$ cat src/rtl/pdb_pkg.sv
// Shared types, codes and arithmetic helpers for the Porter-Duff blender.
`default_nettype none

package pdb_pkg;

   localparam int PIXEL_W = 32;
   localparam int CHAN_W  = 8;
   localparam int NUM_CH  = 4;
   localparam int PROD_W  = 2 * CHAN_W;
   localparam int CSR_IDX_W = 2;

   localparam logic [CHAN_W-1:0] CHAN_MAX = 8'd255;

   localparam logic [CSR_IDX_W-1:0] CSR_BLEND_MODE    = 2'd0;
   localparam logic [CSR_IDX_W-1:0] CSR_USE_STREAM    = 2'd1;
   localparam logic [CSR_IDX_W-1:0] CSR_SOLID_COLOR   = 2'd2;

   typedef enum logic [3:0] {
      MODE_CLEAR    = 4'd0,
      MODE_SRC      = 4'd1,
      MODE_DST      = 4'd2,
      MODE_SRC_OVER = 4'd3,
      MODE_DST_OVER = 4'd4,
      MODE_SRC_IN   = 4'd5,
      MODE_DST_IN   = 4'd6,
      MODE_SRC_OUT  = 4'd7,
      MODE_DST_OUT  = 4'd8,
      MODE_SRC_ATOP = 4'd9,
      MODE_DST_ATOP = 4'd10,
      MODE_XOR      = 4'd11
   } mode_type;

   // result = sat(fa * pa / 255 + fb * pb / 255), per channel
   typedef struct packed {
      logic [CHAN_W-1:0]  fa;
      logic [PIXEL_W-1:0] pa;
      logic [CHAN_W-1:0]  fb;
      logic [PIXEL_W-1:0] pb;
      logic               last;
   } term_type;

   typedef struct packed {
      logic [PIXEL_W-1:0] a;
      logic [PIXEL_W-1:0] b;
      logic               last;
   } scaled_type;

   // (x * 65793 + 2^23) >> 24, with 65793 = 2^16 + 2^8 + 1
   function automatic logic [CHAN_W-1:0] div255(input logic [PROD_W-1:0] x);
      logic [32:0] acc;
      acc = {1'b0, x, 16'd0} + {9'd0, x, 8'd0} + {17'd0, x} + 33'h0_0080_0000;
      return acc[31:24];
   endfunction

endpackage

`default_nettype wire

$ cat src/rtl/pdb_factor.sv
// Stage 1: source select and mode decode into two weighted terms.
`default_nettype none

module pdb_factor import pdb_pkg::*; (
   input  wire logic               clock,
   input  wire logic               reset,
   input  wire logic [3:0]         blend_mode,
   input  wire logic               use_stream_source,
   input  wire logic [PIXEL_W-1:0] solid_color,
   input  wire logic               in_valid,
   output logic                    in_ready,
   input  wire logic [PIXEL_W-1:0] src_pixel,
   input  wire logic [PIXEL_W-1:0] dst_pixel,
   input  wire logic               last_in_row,
   output logic                    out_valid,
   input  wire logic               out_ready,
   output term_type                out_term
);

   logic               valid_ff, valid_in;
   term_type           term_ff, term_in;
   logic [PIXEL_W-1:0] s;
   logic [CHAN_W-1:0]  sa, da;

   assign in_ready = !valid_ff || out_ready;

   always_comb begin
      s  = use_stream_source ? src_pixel : solid_color;
      sa = s[31:24];
      da = dst_pixel[31:24];
      term_in.fa   = '0;
      term_in.pa   = s;
      term_in.fb   = '0;
      term_in.pb   = dst_pixel;
      term_in.last = last_in_row;
      case (mode_type'(blend_mode))
         MODE_SRC:      term_in.fa = CHAN_MAX;
         MODE_DST:      term_in.fb = CHAN_MAX;
         MODE_SRC_OVER: begin
            term_in.fa = CHAN_MAX;
            term_in.fb = CHAN_MAX - sa;
         end
         MODE_DST_OVER: begin
            term_in.fa = CHAN_MAX - da;
            term_in.fb = CHAN_MAX;
         end
         MODE_SRC_IN:   term_in.fa = da;
         MODE_DST_IN:   term_in.fb = sa;
         MODE_SRC_OUT:  term_in.fa = CHAN_MAX - da;
         MODE_DST_OUT:  term_in.fb = CHAN_MAX - sa;
         MODE_SRC_ATOP: begin
            term_in.fa = da;
            term_in.fb = CHAN_MAX - sa;
         end
         MODE_DST_ATOP: begin
            term_in.fa = CHAN_MAX - da;
            term_in.fb = sa;
         end
         MODE_XOR:      begin
            term_in.fa = CHAN_MAX - da;
            term_in.fb = CHAN_MAX - sa;
         end
         default: begin
            term_in.fa = '0;
            term_in.fb = '0;
         end
      endcase
   end

   assign valid_in = in_ready ? in_valid : valid_ff;

   always_ff @(posedge clock) begin
      if (reset) begin
         valid_ff <= 1'b0;
      end else begin
         valid_ff <= valid_in;
      end
   end

   always_ff @(posedge clock) begin
      if (in_ready && in_valid) begin
         term_ff <= term_in;
      end
   end

   assign out_valid = valid_ff;
   assign out_term  = term_ff;

endmodule

`default_nettype wire

$ cat src/rtl/pdb_scale.sv
// Stages 2 and 3: channel products, then rounding divide by 255.
`default_nettype none

module pdb_scale import pdb_pkg::*; (
   input  wire logic clock,
   input  wire logic reset,
   input  wire logic in_valid,
   output logic      in_ready,
   input  wire term_type in_term,
   output logic      out_valid,
   input  wire logic out_ready,
   output scaled_type out_scaled
);

   logic              prod_valid_ff, prod_valid_in;
   logic              quot_valid_ff, quot_valid_in;
   logic              prod_ready;
   logic [PROD_W-1:0] prod_a_ff [NUM_CH];
   logic [PROD_W-1:0] prod_b_ff [NUM_CH];
   logic [PROD_W-1:0] prod_a_in [NUM_CH];
   logic [PROD_W-1:0] prod_b_in [NUM_CH];
   logic              prod_last_ff;
   scaled_type        quot_ff, quot_in;

   assign prod_ready = !quot_valid_ff || out_ready;
   assign in_ready   = !prod_valid_ff || prod_ready;

   always_comb begin
      for (int k = 0; k < NUM_CH; k++) begin
         prod_a_in[k] = PROD_W'(in_term.fa) * PROD_W'(in_term.pa[k*CHAN_W +: CHAN_W]);
         prod_b_in[k] = PROD_W'(in_term.fb) * PROD_W'(in_term.pb[k*CHAN_W +: CHAN_W]);
      end
   end

   always_comb begin
      for (int k = 0; k < NUM_CH; k++) begin
         quot_in.a[k*CHAN_W +: CHAN_W] = div255(prod_a_ff[k]);
         quot_in.b[k*CHAN_W +: CHAN_W] = div255(prod_b_ff[k]);
      end
      quot_in.last = prod_last_ff;
   end

   assign prod_valid_in = in_ready   ? in_valid      : prod_valid_ff;
   assign quot_valid_in = prod_ready ? prod_valid_ff : quot_valid_ff;

   always_ff @(posedge clock) begin
      if (reset) begin
         prod_valid_ff <= 1'b0;
         quot_valid_ff <= 1'b0;
      end else begin
         prod_valid_ff <= prod_valid_in;
         quot_valid_ff <= quot_valid_in;
      end
   end

   always_ff @(posedge clock) begin
      if (in_ready && in_valid) begin
         prod_a_ff    <= prod_a_in;
         prod_b_ff    <= prod_b_in;
         prod_last_ff <= in_term.last;
      end
      if (prod_ready && prod_valid_ff) begin
         quot_ff <= quot_in;
      end
   end

   assign out_valid  = quot_valid_ff;
   assign out_scaled = quot_ff;

endmodule

`default_nettype wire

$ cat src/rtl/porter_duff_blend.sv
// Top level of the Porter-Duff blender: registers, pipeline and saturating sum.
`default_nettype none

// Blends one premultiplied ARGB8888 source pixel (stream or solid color) into
// a destination pixel under the twelve Porter-Duff modes; codes 12 to 15 give
// clear. Four register stages (decode, multiply, divide by 255, saturating
// add) lie between the input transfer and the result transfer, and one pixel
// is accepted every cycle while the result side keeps up. Write the
// configuration registers only while no pixel is in flight.

module porter_duff_blend import pdb_pkg::*; (
   input  wire logic                 clock,
   input  wire logic                 reset,
   input  wire logic                 req_tvalid,
   output logic                      req_tready,
   input  wire logic [63:0]          req_tdata,   // src_pixel, dst_pixel
   input  wire logic                 req_tlast,   // last_in_row
   output logic                      rsp_tvalid,
   input  wire logic                 rsp_tready,
   output logic [31:0]               rsp_tdata,   // result_pixel
   output logic                      rsp_tlast,   // row_done
   input  wire logic                 csr_we,
   input  wire logic [CSR_IDX_W-1:0] csr_index,
   input  wire logic [31:0]          csr_wdata
);

   logic [3:0]         blend_mode_ff, blend_mode_in;
   logic               use_stream_ff, use_stream_in;
   logic [PIXEL_W-1:0] solid_color_ff, solid_color_in;

   logic       term_valid, term_ready;
   term_type   term;
   logic       scaled_valid, scaled_ready;
   scaled_type scaled;

   logic               out_valid_ff, out_valid_in;
   logic [PIXEL_W-1:0] out_pixel_ff, out_pixel_in;
   logic               out_last_ff;

   always_comb begin
      blend_mode_in  = blend_mode_ff;
      use_stream_in  = use_stream_ff;
      solid_color_in = solid_color_ff;
      if (csr_we) begin
         case (csr_index)
            CSR_BLEND_MODE:  blend_mode_in  = csr_wdata[3:0];
            CSR_USE_STREAM:  use_stream_in  = csr_wdata[0];
            CSR_SOLID_COLOR: solid_color_in = csr_wdata;
            default: ;
         endcase
      end
   end

   always_ff @(posedge clock) begin
      if (reset) begin
         blend_mode_ff  <= '0;
         use_stream_ff  <= 1'b0;
         solid_color_ff <= '0;
      end else begin
         blend_mode_ff  <= blend_mode_in;
         use_stream_ff  <= use_stream_in;
         solid_color_ff <= solid_color_in;
      end
   end

   pdb_factor u_factor (
      .clock             (clock),
      .reset             (reset),
      .blend_mode        (blend_mode_ff),
      .use_stream_source (use_stream_ff),
      .solid_color       (solid_color_ff),
      .in_valid          (req_tvalid),
      .in_ready          (req_tready),
      .src_pixel         (req_tdata[31:0]),
      .dst_pixel         (req_tdata[63:32]),
      .last_in_row       (req_tlast),
      .out_valid         (term_valid),
      .out_ready         (term_ready),
      .out_term          (term)
   );

   pdb_scale u_scale (
      .clock      (clock),
      .reset      (reset),
      .in_valid   (term_valid),
      .in_ready   (term_ready),
      .in_term    (term),
      .out_valid  (scaled_valid),
      .out_ready  (scaled_ready),
      .out_scaled (scaled)
   );

   assign scaled_ready = !out_valid_ff || rsp_tready;

   always_comb begin
      logic [CHAN_W:0] sum;
      for (int k = 0; k < NUM_CH; k++) begin
         sum = {1'b0, scaled.a[k*CHAN_W +: CHAN_W]} + {1'b0, scaled.b[k*CHAN_W +: CHAN_W]};
         out_pixel_in[k*CHAN_W +: CHAN_W] = sum[CHAN_W] ? CHAN_MAX : sum[CHAN_W-1:0];
      end
   end

   assign out_valid_in = scaled_ready ? scaled_valid : out_valid_ff;

   always_ff @(posedge clock) begin
      if (reset) begin
         out_valid_ff <= 1'b0;
      end else begin
         out_valid_ff <= out_valid_in;
      end
   end

   always_ff @(posedge clock) begin
      if (scaled_ready && scaled_valid) begin
         out_pixel_ff <= out_pixel_in;
         out_last_ff  <= scaled.last;
      end
   end

   assign rsp_tvalid = out_valid_ff;
   assign rsp_tdata  = out_pixel_ff;
   assign rsp_tlast  = out_last_ff;

endmodule

`default_nettype wire

$ cat config.mk
export PLATFORM = sky130hd
export DESIGN_NAME = porter_duff_blend
export DESIGN_NICKNAME = d
export VERILOG_FILES = /design/src/rtl/pdb_pkg.sv /design/src/rtl/pdb_factor.sv /design/src/rtl/pdb_scale.sv /design/src/rtl/porter_duff_blend.sv
export SDC_FILE = /design/constraint.sdc
export NUM_CORES = 2
export LEC_CHECK = 0
export BUFFER_PORTS_ARGS = -buffer_cell sky130_fd_sc_hd__buf_4
export CORE_MARGIN = 2
export CORE_UTILIZATION = 55
export CTS_CLUSTER_DIAMETER = 150
export CTS_CLUSTER_SIZE = 10
export DETAILED_ROUTE_END_ITERATION = 12
export PLACE_DENSITY = 0.83
export SYNTH_ARGS = -nofsm -noshare
export SYNTH_HDL_FRONTEND = slang
export SYNTH_HIERARCHICAL = 1
export SYNTH_SLANG_ARGS = --single-unit
$ cat constraint.sdc
create_clock -name clock -period 10.9 [get_ports clock]
set_input_delay 1.09 -clock clock [delete_from_list [all_inputs] [get_ports clock]]
set_output_delay 1.09 -clock clock [all_outputs]
set_load 0.01 [all_outputs]
==> results.sh <==
export IMPL_cts_tree="done"
export IMPL_worst_setup_path_start_kind="flip-flop"
export IMPL_finalHoldViolCount=0
export IMPL_synth_cell_types=81
export IMPL_cp_max_fo=32
export IMPL_clkTransAtPathRegs_ns=0.06
export IMPL_die_w_um=251
export IMPL_synth_area_top_cells="edfxtp_1 (28%), ha_1 (18%), fa_1 (17%), and2_1 (7.9%), inv_1 (5.2%)"
export IMPL_power_density_nw_per_um2=159
export IMPL_antenna_cells=0
export IMPL_status="completed"
export IMPL_drt_iter0_drc=1358
export IMPL_holdWs_ns=0.426
export IMPL_fin_tns_setup_ns=0
export IMPL_nNetsFinal=4191
export IMPL_ioPinCount=139
export IMPL_grt_start_max_net_pins=81
export IMPL_max_slew_margin_rel_pct=31.6
export IMPL_drc=0
export IMPL_wl_per_cell_um=16.6
export IMPL_ys_seq_area_share_pct=30.0
export IMPL_root_buffer="clkbuf_16"
export IMPL_htreeDepth=2
export IMPL_finalMaxSlewViolations=0
export IMPL_vias=22600
export IMPL_drive_gt1_share_pct=8.01
export IMPL_critPathKind="reg -> reg"
export IMPL_wl_um=68400
export IMPL_synth_edf_count=308
export IMPL_syn_area_per_cell_um2=10.5
export IMPL_async_flop_share_pct=0
export IMPL_fin_crit_ns=5.28
export IMPL_cts_resized_gates=0
export IMPL_place_congestion=0.860
export IMPL_clkLatencyLatePin_ns=0.57
export IMPL_synthesis_area_um2=33500
export IMPL_synth_top_area_share_pct=27.6
export IMPL_syn_inst=3197
export IMPL_p_total_mw=5.78
export IMPL_cap_violations=0
export IMPL_vdd_drop_max_mv=0.110
export IMPL_vias_per_cell=5.49
export IMPL_ys_flop_type="edfxtp_1"
export IMPL_die_height_um=251
export IMPL_drt_pre_antenna_iters=8
export IMPL_cts_sinks=349
export IMPL_fin_skew_ns=0.0170
export IMPL_grt_usage_pct=22.1
export IMPL_yosysTopAreaCell="edfxtp_1"
export IMPL_hold_class="reg -> reg"
export IMPL_syn_to_final_growth_pct=8.74
export IMPL_clk_path_buf_depth=3
export IMPL_synthTopCellsByCount="ha_1 (472), inv_1 (467), and2_1 (423)"
export IMPL_overflow=0
export IMPL_crit_path_end_kind="flip-flop"
export IMPL_start_util_pct=55.5
export IMPL_crit_arrival_ns=5.58
export IMPL_post_cts_setup_buffer_count=0
export IMPL_grt_pass1_wl_um=114000
export IMPL_core_um2=60400
export IMPL_antenna_found_initial=0
export IMPL_required_ns=11.20
export IMPL_io_buffers=138
export IMPL_rsz0062_at_grt="false"
export IMPL_die_area_um2=62900
export IMPL_setup_viol=0
export IMPL_dp_hpwl_um=52100
export IMPL_grt_pass1_vias=23100
export IMPL_ys_warn_count=6
export IMPL_holdBufCountCts=0
export IMPL_cts_made_buffers=40
export IMPL_p_leak_nw=17.1
export IMPL_timing_final_crit_share_pct=48.4
export IMPL_rows=90
export IMPL_syn_num_nets=4065
export IMPL_fmax_ghz=0.189
export IMPL_tightest_slew_ns=1.03
export IMPL_yosysMostFrequentCell="ha_1"
export IMPL_ys_seq_elements=349
export IMPL_final_antenna_net_count=0
-- worst max-delay path, stage by stage (launching register included) --
cell and delay [ns]:
edfxtp_1 0.99, nand2_1 0.19, fa_1 0.51, fa_1 0.54, inv_1 0.05, fa_1 0.53
inv_1 0.06, fa_1 0.52, inv_1 0.04, ha_1 0.33, o21a_1 0.13, o31a_1 0.13
o211ai_2 0.18, a21oi_1 0.12, a2111oi_4 0.39, a21oi_1 0.15, xnor2_1 0.15
-- final timing paths --
check | depth (start not counted) | end | startpoint | slack, ns
worst max-delay path | 16 | u_scale/prod_b_ff[31] | u_factor/out_term[35] | 5.62
worst min-delay path | 0 | u_scale/out_scaled[0] | u_scale/prod_last_ff | 0.43
worst max register to register | 16 | u_scale/prod_b_ff[31] | u_factor/out_term[35] | 5.62
worst min register to register | 0 | u_scale/out_scaled[0] | u_scale/prod_last_ff | 0.43
-- sequential cells by signal, indices dropped and copies added (netlist names), 4 cells and up --
name                count
u_scale/prod_b_ff      64
u_scale/out_scaled     65
rsp_tdata              32
u_scale/prod_a_ff      64
solid_color_ff         32
blend_mode_ff           4
u_factor/out_term      81
-- final cells by class --
cell class / count / area [um^2]
clock buffers: 50 / 1060
clock inverters: 2 / 17.5
fillers: 4807 / 23900
repair buffers: 153 / 1150
well taps: 782 / 978
multi-input cells: 2312 / 21400
flip-flops and latches: 349 / 10100
inverters: 467 / 1750
-- kinds of logic (layout without fill, tap and decap cells) --
family                   count (synthesis)  count (layout)  synth area share, %
buffers and inverters                  536             672                 6.08
XOR/XNOR                               144             144                 3.76
AO/OA/AOI/OAI                          381             381                 7.96
flip-flops                             349             349                 30.0
adder cells (fa/ha/maj)                764             764                 35.1
multiplexers                            49              49                 1.58
AND/OR/NAND/NOR                        974             974                 15.5
-- through the flow --
stage | utilization (%) | cells | setup slack, ns | cell area, um^2
final | 60.4 | 4115 | 5.62 | 36500
after global routing | 60.4 | 4115 | 5.36 | 36500
after CTS | 60.4 | 4115 | 5.64 | 36500
after detailed placement | 58.6 | 4063 | 5.69 | 35400
after global placement | 58.6 | 4063 | 5.81 | 35400
after floorplan | - | 3197 | 6.08 | 33500
-- report_power, final --
group	switching [mW]	leakage [nW]	internal (mW)
registers	0.172	3.27	1.75
clock network	0.522	0.525	0.674
logic	1.48	13.3	1.19
-- per-layer routing --
layer  part of all wire, %  global-route usage, %
met2                    49                   38.2
met3                   5.3                   3.28
met5                     0                      0
met1                    44                   29.6
met4                   1.7                   5.19
-- layout by cell type, fill, tap and decap left out, drive strengths merged, types with 18 or more instances in the layout --
master    n
a21oi   142
dfxtp    41
ha      472
edfxtp  308
nand3    46
buf     153
xnor2   104
and2    423
xor2     40
clkbuf   50
nand2b   18
nor3     37
mux2     32
o21a     29
nor2b    23
nand2   254
o21ai    53
fa      292
nor2     87
and3     26
a21o     35
inv     469
Power figures use the tool's default switching activity.
